$ cat src/hdl/ocs_pkg.sv
`default_nettype none

package ocs_pkg;

    localparam int unsigned DIST_W  = 16;
    localparam int unsigned TICK_W  = 10;
    localparam int unsigned COUNT_W = 16;
    localparam int unsigned SPEED_W = 2;
    localparam int unsigned CFG_IDX_W = 2;

    localparam logic [CFG_IDX_W-1:0] CFG_TERRAIN = 2'd0;
    localparam logic [CFG_IDX_W-1:0] CFG_DETECT  = 2'd1;
    localparam logic [CFG_IDX_W-1:0] CFG_MARGIN  = 2'd2;
    localparam logic [CFG_IDX_W-1:0] CFG_TIMEOUT = 2'd3;

    localparam logic [DIST_W-1:0] TERRAIN_RST = 16'd5000;
    localparam logic [DIST_W-1:0] DETECT_RST  = 16'd5000;
    localparam logic [DIST_W-1:0] MARGIN_RST  = 16'd5000;
    localparam logic [TICK_W-1:0] TIMEOUT_RST = 10'd20;

    localparam logic [DIST_W:0]   MAX_CLEAR_MM    = 17'd50000;
    localparam logic [DIST_W-1:0] DESCENT_MM      = 16'd500;
    localparam logic [DIST_W-1:0] CRITICAL_MM     = 16'd2000;
    localparam logic [DIST_W-1:0] MIN_VALID_MM    = 16'd100;
    localparam logic [DIST_W-1:0] PANIC_MARGIN_MM = 16'd2000;
    localparam logic [DIST_W-1:0] EXTRA_CLIMB_MM  = 16'd1500;
    localparam logic [DIST_W-1:0] REACH_TOL_MM    = 16'd500;
    localparam logic [DIST_W-1:0] NO_OBSTACLE     = 16'hFFFF;
    localparam logic [DIST_W-1:0] MIN_PARAM_MM    = 16'd2000;

    localparam logic [SPEED_W-1:0] SPEED_FULL = 2'd0;
    localparam logic [SPEED_W-1:0] SPEED_SLOW = 2'd1;
    localparam logic [SPEED_W-1:0] SPEED_STOP = 2'd2;

    typedef struct packed {
        logic [DIST_W-1:0]  target_altitude_mm;
        logic [SPEED_W-1:0] speed_mode;
        logic               panic_climb;
        logic               emergency_active;
    } t_result;

    function automatic logic [DIST_W-1:0] cap_clear(input logic [DIST_W:0] v);
        logic [DIST_W:0] c;
        c = (v > MAX_CLEAR_MM) ? MAX_CLEAR_MM : v;
        return c[DIST_W-1:0];
    endfunction

    function automatic logic [DIST_W-1:0] at_least_min(input logic [DIST_W-1:0] v);
        return (v < MIN_PARAM_MM) ? MIN_PARAM_MM : v;
    endfunction

endpackage

`default_nettype wire

$ cat src/hdl/obstacle_climb_supervisor_unit.sv
// obstacle climb supervisor
// input channel: i_valid / o_stall carry one control tick (sonar, obstacle
// distance, descent request); a transaction is taken when i_valid is high
// and o_stall is low
// output channel: o_valid / i_stall carry one result per tick (target
// altitude, speed mode, panic and emergency flags)
// configuration: i_cfg_valid / o_cfg_ready with register index and data;
// o_cfg_ready is always high, write only while the block is idle
// the result is registered; throughput is one tick per cycle while o_stall
// is low, set by the single compare-and-add stage that updates the
// supervisor state
// a two-entry output stage (result register plus skid register) lets one
// more tick in while a result waits; o_stall rises only when both are full
// reset: flags, clearance altitude and tick count go to zero, the
// registers to their defaults, and both output entries empty
// on a downstream stall the held result stays unchanged on the outputs
`default_nettype none

module obstacle_climb_supervisor_unit (
    input  wire logic                              i_clk,
    input  wire logic                              i_rst_n,
    input  wire logic                              i_valid,
    output logic                                   o_stall,
    input  wire logic [ocs_pkg::DIST_W-1:0]        i_sonar_mm,
    input  wire logic [ocs_pkg::DIST_W-1:0]        i_obstacle_mm,
    input  wire logic                              i_allow_descent,
    output logic                                   o_valid,
    input  wire logic                              i_stall,
    output logic [ocs_pkg::DIST_W-1:0]             o_target_altitude_mm,
    output logic [ocs_pkg::SPEED_W-1:0]            o_speed_mode,
    output logic                                   o_panic_climb,
    output logic                                   o_emergency_active,
    input  wire logic                              i_cfg_valid,
    output logic                                   o_cfg_ready,
    input  wire logic [ocs_pkg::CFG_IDX_W-1:0]     i_cfg_index,
    input  wire logic [ocs_pkg::DIST_W-1:0]        i_cfg_data
);

    logic [ocs_pkg::DIST_W-1:0]  r_terrain;
    logic [ocs_pkg::DIST_W-1:0]  r_detect;
    logic [ocs_pkg::DIST_W-1:0]  r_margin;
    logic [ocs_pkg::TICK_W-1:0]  r_timeout;

    logic                        r_emergency, n_emergency;
    logic                        r_hold, n_hold;
    logic                        r_panic, n_panic;
    logic [ocs_pkg::DIST_W-1:0]  r_clear, n_clear;
    logic [ocs_pkg::COUNT_W-1:0] r_ticks, n_ticks;

    ocs_pkg::t_result r_out, r_skid, n_result;
    logic             r_out_valid, r_skid_valid;

    logic in_take, out_take;
    logic detected, cleared;
    logic [18:0] obst_x5, detect_x6;
    logic [ocs_pkg::DIST_W:0] sum_margin, sum_panic, sum_extra, sum_reach;

    assign o_cfg_ready = 1'b1;
    assign o_stall     = r_skid_valid;
    assign in_take     = i_valid && !r_skid_valid;
    assign out_take    = r_out_valid && !i_stall;

    assign o_valid              = r_out_valid;
    assign o_target_altitude_mm = r_out.target_altitude_mm;
    assign o_speed_mode         = r_out.speed_mode;
    assign o_panic_climb        = r_out.panic_climb;
    assign o_emergency_active   = r_out.emergency_active;

    // configuration registers
    always_ff @(posedge i_clk) begin
        if (!i_rst_n) begin
            r_terrain <= ocs_pkg::TERRAIN_RST;
            r_detect  <= ocs_pkg::DETECT_RST;
            r_margin  <= ocs_pkg::MARGIN_RST;
            r_timeout <= ocs_pkg::TIMEOUT_RST;
        end else if (i_cfg_valid) begin
            unique case (i_cfg_index)
                ocs_pkg::CFG_TERRAIN: r_terrain <= i_cfg_data;
                ocs_pkg::CFG_DETECT:  r_detect  <= ocs_pkg::at_least_min(i_cfg_data);
                ocs_pkg::CFG_MARGIN:  r_margin  <= ocs_pkg::at_least_min(i_cfg_data);
                ocs_pkg::CFG_TIMEOUT: r_timeout <= i_cfg_data[ocs_pkg::TICK_W-1:0];
                default: ;
            endcase
        end
    end

    assign obst_x5    = {i_obstacle_mm, 2'b00} + {3'b000, i_obstacle_mm};
    assign detect_x6  = {1'b0, r_detect, 2'b00} + {2'b00, r_detect, 1'b0};
    assign sum_margin = {1'b0, i_sonar_mm} + {1'b0, r_margin};
    assign sum_panic  = {1'b0, i_sonar_mm} + {1'b0, ocs_pkg::PANIC_MARGIN_MM};
    assign sum_extra  = {1'b0, i_sonar_mm} + {1'b0, ocs_pkg::EXTRA_CLIMB_MM};
    assign sum_reach  = {1'b0, i_sonar_mm} + {1'b0, ocs_pkg::REACH_TOL_MM};

    assign detected = (i_obstacle_mm != ocs_pkg::NO_OBSTACLE) &&
                      (i_obstacle_mm < r_detect) &&
                      (i_obstacle_mm > ocs_pkg::MIN_VALID_MM);
    assign cleared  = (i_obstacle_mm == ocs_pkg::NO_OBSTACLE) || (obst_x5 > detect_x6);

    // one tick of supervisor state
    always_comb begin
        n_emergency = r_emergency;
        n_hold      = r_hold;
        n_panic     = r_panic;
        n_clear     = r_clear;
        n_ticks     = r_ticks;
        n_result.target_altitude_mm = r_terrain;
        n_result.speed_mode         = ocs_pkg::SPEED_FULL;

        if (r_emergency && (r_ticks != {ocs_pkg::COUNT_W{1'b1}})) begin
            n_ticks = r_ticks + {{(ocs_pkg::COUNT_W-1){1'b0}}, 1'b1};
        end

        if (i_allow_descent) begin
            n_result.target_altitude_mm = ocs_pkg::DESCENT_MM;
        end else if (detected) begin
            n_result.speed_mode = (i_obstacle_mm < ocs_pkg::CRITICAL_MM) ?
                                  ocs_pkg::SPEED_STOP : ocs_pkg::SPEED_SLOW;
            if (!r_emergency) begin
                n_clear     = ocs_pkg::cap_clear(sum_margin);
                n_emergency = 1'b1;
                n_ticks     = '0;
                n_panic     = 1'b0;
                n_hold      = 1'b0;
            end
            if ((n_ticks > {{(ocs_pkg::COUNT_W-ocs_pkg::TICK_W){1'b0}}, r_timeout}) &&
                !n_panic) begin
                n_panic = 1'b1;
                n_clear = ocs_pkg::cap_clear(sum_panic);
            end
            n_result.target_altitude_mm = n_clear;
        end else if (r_emergency && cleared) begin
            if (!r_hold) begin
                n_clear = ocs_pkg::cap_clear(sum_extra);
                n_hold  = 1'b1;
            end
            if (sum_reach >= {1'b0, n_clear}) begin
                n_emergency = 1'b0;
                n_hold      = 1'b0;
                n_panic     = 1'b0;
                n_result.target_altitude_mm = r_terrain;
            end else begin
                n_result.target_altitude_mm = n_clear;
            end
        end else if (r_emergency) begin
            n_result.target_altitude_mm = r_clear;
            n_result.speed_mode         = ocs_pkg::SPEED_SLOW;
        end

        n_result.panic_climb      = n_panic;
        n_result.emergency_active = n_emergency;
    end

    always_ff @(posedge i_clk) begin
        if (!i_rst_n) begin
            r_emergency <= 1'b0;
            r_hold      <= 1'b0;
            r_panic     <= 1'b0;
            r_clear     <= '0;
            r_ticks     <= '0;
        end else if (in_take) begin
            r_emergency <= n_emergency;
            r_hold      <= n_hold;
            r_panic     <= n_panic;
            r_clear     <= n_clear;
            r_ticks     <= n_ticks;
        end
    end

    // result register with skid entry
    always_ff @(posedge i_clk) begin
        if (!i_rst_n) begin
            r_out_valid  <= 1'b0;
            r_skid_valid <= 1'b0;
        end else if (r_skid_valid) begin
            if (out_take) begin
                r_skid_valid <= 1'b0;
            end
        end else if (in_take) begin
            if (r_out_valid && !out_take) begin
                r_skid_valid <= 1'b1;
            end
            r_out_valid <= 1'b1;
        end else if (out_take) begin
            r_out_valid <= 1'b0;
        end
    end

    always_ff @(posedge i_clk) begin
        if (r_skid_valid) begin
            if (out_take) begin
                r_out <= r_skid;
            end
        end else if (in_take) begin
            if (r_out_valid && !out_take) begin
                r_skid <= n_result;
            end else begin
                r_out <= n_result;
            end
        end
    end

endmodule

`default_nettype wire
$ cat config.mk
export PLATFORM = sky130hd
export DESIGN_NAME = obstacle_climb_supervisor_unit
export DESIGN_NICKNAME = d
export VERILOG_FILES = /design/src/hdl/ocs_pkg.sv /design/src/hdl/obstacle_climb_supervisor_unit.sv
export SDC_FILE = /design/constraint.sdc
export NUM_CORES = 1
export LEC_CHECK = 0
export BUFFER_PORTS_ARGS = -buffer_cell sky130_fd_sc_hd__buf_2
export CAP_MARGIN = 20
export CELL_PAD_IN_SITES_DETAIL_PLACEMENT = 0
export CELL_PAD_IN_SITES_GLOBAL_PLACEMENT = 1
export CORE_MARGIN = 10
export CORE_UTILIZATION = 50
export CTS_CLUSTER_SIZE = 12
export DETAILED_ROUTE_END_ITERATION = 7
export PLACE_DENSITY_LB_ADDON = 0.1
export SETUP_SLACK_MARGIN = 0.15
export SLEW_MARGIN = 25
export SYNTH_ARGS = -nofsm -noshare
export SYNTH_HDL_FRONTEND = slang
export SYNTH_SLANG_ARGS = --single-unit
$ cat constraint.sdc
create_clock -name i_clk -period 11.04 [get_ports i_clk]
set_input_delay 1.656 -clock i_clk [delete_from_list [all_inputs] [get_ports i_clk]]
set_output_delay 1.656 -clock i_clk [all_outputs]
set_load 0.02 [all_outputs]
Yosys cells after proc, flatten, opt, wreduce, memory -nomap -nowiden
Cells that the tools add are included.
Word-level totals
  bits in registers: 135
  output and inout port bits: 23
  word-level logic and storage cells: 125
Operators by class
  add/subtract/negate cells: 7
  magnitude comparators: 10
  equal/unequal tests: 9
  mux-type cells: 52
  bitwise logic cells: 2
  reduce and logical (&&, ||, !) cells: 26
Operator list (count)
  16-bit 2-to-1 mux: 21
  20-bit 2-to-1 mux: 4
  17-bit by 16-bit greater-than comparator with 1-bit output, second input constant: 3
  18-bit 2-to-1 mux: 2
  16-bit by 11-bit adder with 17-bit output, second input constant: 2
  16-bit by 11-bit less-than comparator with 1-bit output, second input constant: 2
  16-bit != test, second input constant: 2
  1-bit 2-to-1 mux: 22
  18-bit by 16-bit adder with 19-bit output: 1
  18-bit by 17-bit adder with 19-bit output: 1
  19-bit greater-than comparator: 1
  16-bit by 16-bit adder with 17-bit output: 1
  16-bit by 9-bit adder with 17-bit output, second input constant: 1
  17-bit by 16-bit greater-or-equal comparator with 1-bit output: 1
  16-bit by 1-bit adder with 16-bit output, second input constant: 1
  16-bit == test, second input constant: 1
  16-bit by 10-bit greater-than comparator with 1-bit output: 1
  16-bit by 7-bit greater-than comparator with 1-bit output, second input constant: 1
  16-bit less-than comparator: 1
  2-bit AND reduction: 5
  3-bit AND reduction: 3
  1-bit logical AND: 8
  2-bit 2-to-1 mux: 3
  2-bit nonzero test: 3
  other kinds (9): 15

Longest topological paths before layout
Gate-level depths: netlist (run 1).
  depth in word-level cells: 15
  gate-level depth with buffers: 21
  gate-level depth less buffers: 21

Least setup slack after synthesis (run 1)
OpenSTA, ideal clock, no wires.
  kind: input to register
  start point: input i_sonar_mm[4] in the netlist's numbering
  end point: register r_out (netlist bit o_target_altitude_mm[4]), data pin
  arrival time: 6.442 ns
  required time: 10.766 ns
  path slack: 4.324 ns
  cell stages on the path: 21
  buffers on the path: 2
  path through: clkbuf_1 inv_1 ha_1 nor2b_1 clkbuf_1 or3_1 a222oi_1 o22ai_1 o21a_2 o211ai_1 nand2b_1 ha_1 and4_1 o311a_1 a211oi_1 o221ai_1 a2111oi_2 nor2_1 a22o_1 a221oi_1 a31oi_1
On the way
  longest elaborated chain between the ends: 15
  elaborated cells on any way between the ends: 24
  those cells by class: add/sub: 4; order compare: 4; mux: 16
RTL lines
  start, declared: line obstacle_climb_supervisor_unit.sv:24  | input wire logic [ocs_pkg::DIST_W-1:0] i_sonar_mm,
  16-bit by 11-bit adder with 17-bit output: line obstacle_climb_supervisor_unit.sv:91  | assign sum_extra = {1'b0, i_sonar_mm} + {1'b0, ocs_pkg::EXTRA_CLIMB_MM};
  17-bit by 16-bit greater-than comparator with 1-bit output: line ocs_pkg.sv:44  | c = (v > MAX_CLEAR_MM) ? MAX_CLEAR_MM : v;
  16-bit 2-to-1 mux: line ocs_pkg.sv:44
  16-bit 2-to-1 mux: line obstacle_climb_supervisor_unit.sv:132  | if (!r_hold) begin
  16-bit 2-to-1 mux: line obstacle_climb_supervisor_unit.sv:131  | end else if (r_emergency && cleared) begin
  16-bit 2-to-1 mux: line obstacle_climb_supervisor_unit.sv:115  | end else if (detected) begin
  16-bit 2-to-1 mux: line obstacle_climb_supervisor_unit.sv:113  | if (i_allow_descent) begin
  17-bit by 16-bit greater-or-equal comparator with 1-bit output: line obstacle_climb_supervisor_unit.sv:136  | if (sum_reach >= {1'b0, n_clear}) begin
  16-bit 2-to-1 mux: line obstacle_climb_supervisor_unit.sv:136
  16-bit 2-to-1 mux: line obstacle_climb_supervisor_unit.sv:131
  18-bit 2-to-1 mux *: line obstacle_climb_supervisor_unit.sv:115
  16-bit 2-to-1 mux *: line obstacle_climb_supervisor_unit.sv:113
  20-bit 2-to-1 mux *: line obstacle_climb_supervisor_unit.sv:194  | if (r_out_valid && !out_take) begin
  20-bit 2-to-1 mux *: line obstacle_climb_supervisor_unit.sv:193  | end else if (in_take) begin
  20-bit 2-to-1 mux *: line obstacle_climb_supervisor_unit.sv:189  | if (r_skid_valid) begin
  end signal, assigned: line obstacle_climb_supervisor_unit.sv:191  | r_out <= r_skid;
  end signal, assigned: line obstacle_climb_supervisor_unit.sv:197  | r_out <= n_result;
  end, declared: line obstacle_climb_supervisor_unit.sv:50  | ocs_pkg::t_result r_out, r_skid, n_result;
Mark *: on every way between the ends. The rest lies on a longest branch, timed or not. The select of a mux whose other input is x is not followed.
A chain may end at the register's enable or synchronous reset.

Final worst setup path (run 1)
Ends and elaborated chain as after synthesis.

==> impl_metrics.env, run 1 <==
export IMPL_status="finished with violations"
export IMPL_dpl_worst_slack_ps=3220
export IMPL_startpoint_type="primary input"
export IMPL_cts_resized=0
export IMPL_yosysSeqAreaShare=0.266
export IMPL_leakagePower_nw=5.08
export IMPL_cts_sinks=135
export IMPL_routed_wl_um=38900
export IMPL_ys_flop_type="dfxtp_1"
export IMPL_synthesis_area_um2=11700
export IMPL_critPathKind="primary input to flip-flop"
export IMPL_cts_tree="built"
export IMPL_clk_latency_ps=420
export IMPL_dieHeight_um=173
export IMPL_grt_start_max_net_pins=51
export IMPL_synthArstFlopShare=0
export IMPL_ioPinCount=79
export IMPL_finalHoldViolCount=0
export IMPL_initial_utilization=0.512
export IMPL_grtUsageTotal=0.250
export IMPL_finalCritPeriodShare=0.679
export IMPL_tns_ps=0
export IMPL_htree_levels=4
export IMPL_num_vias=11419
export IMPL_fin_nets=1662
export IMPL_drive_above_1_share=0.104
export IMPL_cp_data_arrival_time_ps=7620
export IMPL_gp_congestion=0.971
export IMPL_overflow=0
export IMPL_synthToLayoutAreaGrowth_pct=9.61
export IMPL_clk_path_buf_depth=2
export IMPL_drtPass1Iterations=8
export IMPL_synth_top_cell_area_share=0.163
export IMPL_drcViolationCount=3
export IMPL_power_density_nw_per_um2=127
export IMPL_hpwl_um=29400
export IMPL_synthCells=1466
export IMPL_fill_cells=2184
export IMPL_period_minus_slack_ps=7500
export IMPL_synth_edf_count=40
export IMPL_yosysTopAreaCell="dfxtp_1"
export IMPL_max_slew_margin=0.315
export IMPL_fp_row_count=55
export IMPL_diodes=0
export IMPL_worstPathRequired_ps=11170
export IMPL_place_inst=1784
export IMPL_cts_hold_buf=0
export IMPL_holdCritPathClass="flip-flop to flip-flop"
export IMPL_synth_area_leaders="dfxtp_1 16%, ha_1 12%, edfxtp_1 10%"
export IMPL_report_final_slew_viol_count=0
export IMPL_synth_warnings=0
export IMPL_antenna_left=0
export IMPL_rsz0062_at_grt="false"
export IMPL_grt_pass1_wl_um=60600
export IMPL_synth_seq_cells=135
export IMPL_max_freq_mhz=133
export IMPL_syn_avg_cell_area_um2=7.95
export IMPL_io_buffers=77
export IMPL_ys_types=90
export IMPL_cts_root_buf="clkbuf_16"
export IMPL_final_common_cell="nand2_1"
export IMPL_core_area_um2=22800
export IMPL_vias_per_cell=6.29
export IMPL_ir_drop_mv=0.0830
export IMPL_die_width_um=173
export IMPL_clkTransAtPathRegs_ps=60
export IMPL_fin_skew_ps=13.8
export IMPL_finalSetupViolations=0
export IMPL_synth_nets=1638
export IMPL_layout_common_cells="187 x nand2_1, 125 x a21oi_1, 113 x ha_1, 100 x nor2_1, 95 x dfxtp_1"
export IMPL_cp_end_kind="flip-flop"
export IMPL_grt_pass1_vias=10808
export IMPL_instances_no_fill=1816
export IMPL_worstPathMaxFanout=17
export IMPL_drt_iter0_drc=1224
export IMPL_worst_slack_ps=3540
export IMPL_wl_per_cell_um=21.4
export IMPL_worstMarginPinSlew_ps=1020
export IMPL_cts_setup_buffers=0
export IMPL_antenna_found_initial=0
export IMPL_cts_made_buffers=17
export IMPL_die_area_um2=29800
export IMPL_violations="design-rule violations"
export IMPL_cap_viol_max_count=0
-- registers in the layout, indices dropped and copies added (netlist names) --
name                  count
o_emergency_active        1
o_panic_climb             1
o_speed_mode              2
o_stall                   1
o_target_altitude_mm     16
o_valid                   1
r_clear                  16
r_detect                 16
r_emergency               1
r_hold                    1
r_margin                 16
r_panic                   1
r_skid                   20
r_terrain                16
r_ticks                  16
r_timeout                10
-- power by group --
part	leakage (nW)	internal, W	switching, W
Clock	0.283	0.000352	0.000230
Sequential	1.15	0.000539	0.0000186
Combinational	3.64	0.000173	0.000305
Total	5.08	0.00106	0.000554
-- layer usage --
| metal | global-route usage | share of wire | vias up |
|---|---|---|---|
| li1 | - | - | 5481 |
| met2 | 0.416 | 0.47 | 437 |
| met3 | 0.0444 | 0.066 | 93 |
| met1 | 0.316 | 0.43 | 5408 |
| met5 | 0 | 0 | - |
| met4 | 0.0952 | 0.036 | 0 |
-- worst paths after layout --
| path | startpoint | to | slack, ps | depth (start not counted) |
|---|---|---|---|---|
| setup / recovery | i_sonar_mm[4] | o_target_altitude_mm[4] | 3540 | 19 |
| hold / removal | r_timeout[9] | r_timeout[9] | 450 | 2 |
| setup reg to reg | r_detect[1] | o_target_altitude_mm[4] | 4770 | 21 |
| hold reg to reg | r_timeout[9] | r_timeout[9] | 450 | 2 |
-- stage by stage --
stage,power [W],utilization,cell area [µm²],hold WS (ps)
6_report,0.00162,0.561,12800,453
5_1_grt,0.00169,0.561,12800,477
4_1_cts,0.00162,0.561,12800,457
3_5_place_dp,0.00104,0.535,12200,449
3_3_place_gp,0.00103,0.535,12200,445
2_1_floorplan,0.000890,-,11700,436
-- area by class of cell --
cell class | count | area, µm² | area share
Multi-Input combinational cell | 1183 | 8000 | 0.626
Sequential cell | 135 | 3100 | 0.243
Timing Repair Buffer | 85 | 445 | 0.0348
Clock buffer | 17 | 425 | 0.0333
Tap cell | 313 | 392 | 0.0306
Inverter | 68 | 255 | 0.0200
Clock inverter | 15 | 161 | 0.0126
-- logic make-up after synthesis --
logic type      after synthesis  synth area share
mux                          14            0.0132
flops                       135             0.266
simple gates                511             0.210
compound gates              464             0.276
other cells                   1          0.000322
xor+xnor                     77            0.0578
fa+ha+maj                   116             0.126
buf+inv                     148            0.0500
-- synth_stat cells, drive strengths merged, types with 5 or more instances --
cell type    n
a31oi       11
a221o        9
o21a        20
o22ai       12
a21oi      126
dfxtp       95
nand4       18
o21bai      13
nand3       45
or3         10
o21ai       67
or2         12
and2        11
nor2b       19
o31ai       14
a221oi       6
clkbuf      67
and3        16
a31o         5
a21boi       6
inv         66
a2111oi      6
a2111o       6
o211ai      22
nor4         9
nor3        36
o311a        5
edfxtp      40
o41ai        7
a211oi      26
a22oi       10
or4          6
xor2        25
nand2      187
buf         13
nor2       100
xnor2       52
o221ai      10
mux2        11
a2bb2oi      6
ha         113
and4         5
nand2b      19
a21o        27
nand3b       9
-- critical path: stages --
cell and delay [ps]:
buf_2 220, ha_1 350, or4_4 650, or4_1 460, o21ai_1 150, a22oi_1 210
or2_1 330, o21ai_1 340, inv_1 90, ha_1 340, and4_1 160, o311a_1 330
a211oi_1 250, o221ai_1 230, a2111oi_2 810, nor2_1 350, a22o_1 270, a221oi_1 310
a31oi_1 130
No activity file was read; power rests on OpenSTA's default activity.
==> inputs of run 2 (changes only) <==
Settings changed: CORE_UTILIZATION 50 to 42.
Clock period 11.04 ns to 6.74 ns, I/O delays scaled along.
==> impl_metrics.env, run 2 (synthesis gave the netlist of run 1 again) <==
export IMPL_status="finished, final reports clean"
export IMPL_htree_levels=4
export IMPL_grtUsageTotal=0.222
export IMPL_max_slew_margin=0.310
export IMPL_max_flop_register="r_skid"
export IMPL_clk_latency_ps=420
export IMPL_grt_start_max_net_pins=57
export IMPL_cts_tree="built"
export IMPL_finish_utilization=0.482
export IMPL_initial_utilization=0.430
export IMPL_crit_slowest_cell="or4_4"
export IMPL_top_layer_used="met4"
export IMPL_fill_cells=2683
export IMPL_cts_setup_buffers=0
export IMPL_finalHoldViolCount=0
export IMPL_ioPinCount=79
export IMPL_tns_ps=0
export IMPL_clkTransAtPathRegs_ps=70
export IMPL_clk_path_buf_depth=2
export IMPL_holdCritPathClass="flip-flop to flip-flop"
export IMPL_ff2ff_setup_slack_ps=800
export IMPL_drive_above_1_share=0.121
export IMPL_fin_skew_ps=11.7
export IMPL_critPathKind="primary input to flip-flop"
export IMPL_endpoint="o_target_altitude_mm[4]"
export IMPL_core_area_um2=27100
export IMPL_layout_common_cells="187 x nand2_1, 125 x a21oi_1, 113 x ha_1, 99 x nor2_1, 95 x dfxtp_1"
export IMPL_antenna_found_initial=0
export IMPL_report_final_slew_viol_count=0
export IMPL_drcViolationCount=0
export IMPL_met3_length_um=2160
export IMPL_grt_pass1_vias=10882
export IMPL_largest_reg_flops=20
export IMPL_dr_wl_met2_um=18700
export IMPL_postPlaceCellArea_um2=12400
export IMPL_cp_end_kind="flip-flop"
export IMPL_cts_hold_buf=0
export IMPL_crit_path_frequent_cell="ha_1"
export IMPL_worstPathMaxFanout=11
export IMPL_gp_congestion=0.935
export IMPL_cts_root_buf="clkbuf_16"
export IMPL_grt_pass1_wl_um=62600
export IMPL_antenna_left=0
export IMPL_vias_per_cell=5.96
export IMPL_max_freq_mhz=163
export IMPL_power_density_nw_per_um2=208
export IMPL_instances_no_fill=1898
export IMPL_wl_per_cell_um=21.0
export IMPL_finalSetupViolations=0
export IMPL_crit_path_max_incr_delay_ps=630
export IMPL_met1_length_um=17900
export IMPL_final_area_um2=13100
export IMPL_drt_iter0_drc=824
export IMPL_place_inst=1866
export IMPL_cap_viol_max_count=0
export IMPL_worstMarginPinSlew_ps=1030
export IMPL_die_area_um2=34800
export IMPL_die_width_um=187
export IMPL_startpoint_type="primary input"
export IMPL_routed_wl_um=39900
export IMPL_cp_cell_sequence="buf_2 > ha_1 > or4_4 > o31ai_1 > o22ai_1 > o2111a_1 > o21a_2 > o211ai_1 > nand2b_1 > ha_1 > and4_1 > o311a_1 > a211oi_1 > o221ai_1 > a2111oi_2 > nor2_1 > a22o_1 > a221oi_1 > a31oi_1"
export IMPL_reg2reg_to="o_panic_climb"
export IMPL_cts_resized=0
export IMPL_rsz0062_at_grt="false"
export IMPL_dieHeight_um=187
export IMPL_finalCritPeriodShare=0.909
export IMPL_startpoint="i_sonar_mm[4]"
export IMPL_worstPathRequired_ps=6880
export IMPL_hpwl_um=30600
export IMPL_diodes=0
export IMPL_timing_rr_start="r_detect[1]"
export IMPL_cts_sinks=135
export IMPL_period_minus_slack_ps=6120
export IMPL_drtPass1Iterations=7
export IMPL_rr_worst_depth=23
export IMPL_io_buffers=77
export IMPL_hold_depth=2
export IMPL_ir_drop_mv=0.147
export IMPL_leakagePower_nw=5.21
export IMPL_num_vias=11309
export IMPL_fin_hold_ws_ps=458
export IMPL_fin_nets=1685
export IMPL_final_common_cell="nand2_1"
export IMPL_cts_made_buffers=17
export IMPL_synthToLayoutAreaGrowth_pct=12.0
export IMPL_cp_data_arrival_time_ps=6270
export IMPL_overflow=0
export IMPL_fp_row_count=60
run 2: stage by stage:
stage,worst slack [ps],total power (W)
after floorplan,669,0.00146
after global placement,330,0.00172
after detailed placement,281,0.00172
after CTS,727,0.00272
after global routing,235,0.00285
final,616,0.00272
run 2: cell type report:
type,count,area [µm²],share of cell area
multi-input cells,1183,8000,0.612
flip-flops and latches,135,3100,0.238
repair buffers,108,618,0.0473
well taps,372,465,0.0356
clock buffers,17,425,0.0326
inverters,68,255,0.0195
clock inverters,15,195,0.0149
run 2: worst min-delay path by stage:
stage	from	end	slack, ps
final	r_terrain[2]	r_terrain[2]	460
after global routing	r_timeout[9]	r_timeout[9]	470
after CTS	r_timeout[3]	r_timeout[3]	460
after detailed placement	r_timeout[3]	r_timeout[3]	450
after global placement	r_timeout[7]	r_timeout[7]	440
after floorplan	r_terrain[4]	r_terrain[4]	440
run 2: where the power goes:
part	total [W]	switching, W	leakage, nW	internal (W)
registers	0.000911	0.0000282	1.15	0.000883
clock network	0.00100	0.000410	0.302	0.000593
logic	0.000802	0.000507	3.75	0.000295
run 2: critical path: cells and delay by family:
family	cells	cell delay (ps)
AND/OR/NAND/NOR	4	1180
adder cells (fa/ha/maj)	2	510
buffers and inverters	1	120
AO/OA/AOI/OAI	12	3440
run 2: routing by layer:
metal / vias up / global-route usage
li1: 5543 / -
met1: 5339 / 0.291
met2: 361 / 0.364
met3: 66 / 0.0343
met4: 0 / 0.0741
met5: - / 0
==> inputs of run 3 (changes only) <==
Clock period 6.74 ns to 5.21 ns, I/O delays scaled along.
==> impl_metrics.env, run 3 (synthesis gave the netlist of run 1 again) <==
export IMPL_status="finished, final reports clean"
export IMPL_drive_above_1_share=0.238
export IMPL_die_width_um=187
export IMPL_hold_depth=2
export IMPL_drtPass1Iterations=6
export IMPL_hpwl_um=32000
export IMPL_ioPinCount=79
export IMPL_htree_levels=4
export IMPL_holdCritPathClass="flip-flop to flip-flop"
export IMPL_grt_pass1_vias=11462
export IMPL_routed_wl_um=41500
export IMPL_min_to="r_timeout[3]"
export IMPL_cts_root_buf="clkbuf_16"
export IMPL_gp_congestion=0.954
export IMPL_ff2ff_setup_slack_ps=250
export IMPL_cp_data_arrival_time_ps=5250
export IMPL_final_area_um2=14700
export IMPL_timing_rr_start="r_detect[1]"
export IMPL_num_vias=11832
export IMPL_diodes=0
export IMPL_max_flop_register="r_skid"
export IMPL_reg2reg_to="o_emergency_active"
export IMPL_io_buffers=77
export IMPL_clk_latency_ps=430
export IMPL_finalCritPeriodShare=0.980
export IMPL_hold_start="r_timeout[3]"
export IMPL_finish_utilization=0.542
export IMPL_initial_utilization=0.430
export IMPL_ff_latch_area_um2=3100
export IMPL_max_freq_mhz=196
export IMPL_finalPower_w=0.00381
export IMPL_finalHoldViolCount=0
export IMPL_startpoint_type="primary input"
export IMPL_dieHeight_um=187
export IMPL_grt_pass1_wl_um=64400
export IMPL_period_minus_slack_ps=5110
export IMPL_core_area_um2=27100
export IMPL_worst_slack_ps=104
export IMPL_final_common_cell="nand2_1"
export IMPL_leakagePower_nw=5.99
export IMPL_cts_made_buffers=17
export IMPL_fp_row_count=60
export IMPL_crit_path_max_incr_delay_ps=470
export IMPL_fill_cells=2594
export IMPL_report_final_slew_viol_count=0
export IMPL_rsz0062_at_grt="true"
export IMPL_dpl_worst_slack_ps=-528
export IMPL_crit_slowest_cell="or4_4"
export IMPL_vias_per_cell=5.83
export IMPL_clkTransAtPathRegs_ps=60
export IMPL_multi_input_area_um2=8570
export IMPL_largest_reg_flops=20
export IMPL_fin_skew_ps=18.0
export IMPL_layout_common_cells="184 x nand2_1, 151 x buf_4, 114 x a21oi_1, 107 x ha_1, 95 x dfxtp_1"
export IMPL_fin_nets=1815
export IMPL_antenna_left=0
export IMPL_power_density_nw_per_um2=259
export IMPL_antenna_found_initial=0
export IMPL_drt_iter0_drc=801
export IMPL_max_slew_margin=0.354
export IMPL_worstMarginPinSlew_ps=969
export IMPL_cp_end_kind="flip-flop"
export IMPL_cts_tree="built"
export IMPL_wl_per_cell_um=20.5
export IMPL_worstPathMaxFanout=8
export IMPL_die_area_um2=34800
export IMPL_ir_drop_mv=0.213
export IMPL_cap_viol_max_count=0
export IMPL_cts_hold_buf=0
export IMPL_grt_start_max_net_pins=44
export IMPL_cts_sinks=135
export IMPL_finalSetupViolations=0
export IMPL_drcViolationCount=0
export IMPL_cp_cell_sequence="buf_8 > ha_4 > or4_4 > or4_4 > o21ai_2 > a22oi_2 > a21o_1 > a31oi_4 > inv_1 > ha_1 > and4_1 > o311a_1 > a211oi_2 > o221ai_4 > buf_6 > a2111oi_4 > nor2_4 > a22o_1 > a211oi_2 > a31oi_1"
export IMPL_worstPathRequired_ps=5350
export IMPL_postPlaceCellArea_um2=13400
export IMPL_clk_path_buf_depth=2
export IMPL_critPathKind="primary input to flip-flop"
export IMPL_rr_worst_depth=24
export IMPL_synthToLayoutAreaGrowth_pct=26.0
export IMPL_grtUsageTotal=0.228
export IMPL_overflow=0
run 3: changes by cell type in the layout (fill, tap and decap cells not counted), sizes merged:
cell | before | now
buf | 108 | 238
clkbuf | 17 | 20
inv | 71 | 68
clkinv | 8 | 9
clkinvlp | 1 | 0
run 3: timing repair:
item / CTS / global route
setup buffers: 8 / 12
pin swaps: 32 / 47
endpoints found under the setup margin: 34 / 52
resized for setup: 39 / 62
run 3: worst max path at each step:
stage                   from                       to  slack (ps)  cells past startpoint
6_report       i_sonar_mm[4]  o_target_altitude_mm[6]         100                     20
5_1_grt        i_sonar_mm[4]  o_target_altitude_mm[6]         -50                     21
4_1_cts        i_sonar_mm[5]  o_target_altitude_mm[2]         140                     21
3_5_place_dp   i_sonar_mm[4]  o_target_altitude_mm[3]        -530                     20
3_3_place_gp   i_sonar_mm[4]  o_target_altitude_mm[0]        -400                     19
2_1_floorplan  i_sonar_mm[4]  o_target_altitude_mm[4]         -60                     20
run 3: final cells by class:
| class | count | area share |
|---|---|---|
| Inverter | 68 | 0.0174 |
| Sequential cell | 135 | 0.211 |
| Clock buffer | 20 | 0.0326 |
| Clock inverter | 12 | 0.0112 |
| Multi-Input combinational cell | 1183 | 0.583 |
| Timing Repair Buffer | 238 | 0.113 |
| Tap cell | 372 | 0.0317 |
run 3: worst max-delay path, delay by kind of cell:
| family | cells | cell delay (ps) |
|---|---|---|
| AO/OA/AOI/OAI | 11 | 2310 |
| buffers and inverters | 3 | 350 |
| AND/OR/NAND/NOR | 4 | 1300 |
| adder cells (fa/ha/maj) | 2 | 470 |
run 3: report_power, final:
part           total [W]  leakage (nW)  internal [W]  switching (W)
combinational    0.00129          4.52      0.000543       0.000743
sequential       0.00118          1.15       0.00114      0.0000417
clock            0.00134         0.317      0.000818       0.000521
total            0.00381          5.99       0.00250        0.00131
run 3: layer usage:
layer  GRT usage  vias to the layer above  part of all wire  routed length [µm]
met2       0.381                      290              0.47               19700
met1       0.293                     5671              0.45               18700
met5           0                        -                 0                   0
met3      0.0330                       67             0.047                1950
met4      0.0754                        0             0.027                1140
li1            -                     5804                 -                   -
run 3: metrics by stage:
stage / TNS, ps / hold slack, ps / cells
after global routing: -117 / 472 / 2028
after floorplan: -75.2 / 436 / 1466
after detailed placement: -17830 / 447 / 1976
after global placement: -11280 / 443 / 1976
final: 0 / 455 / 2028
after CTS: 0 / 455 / 2016
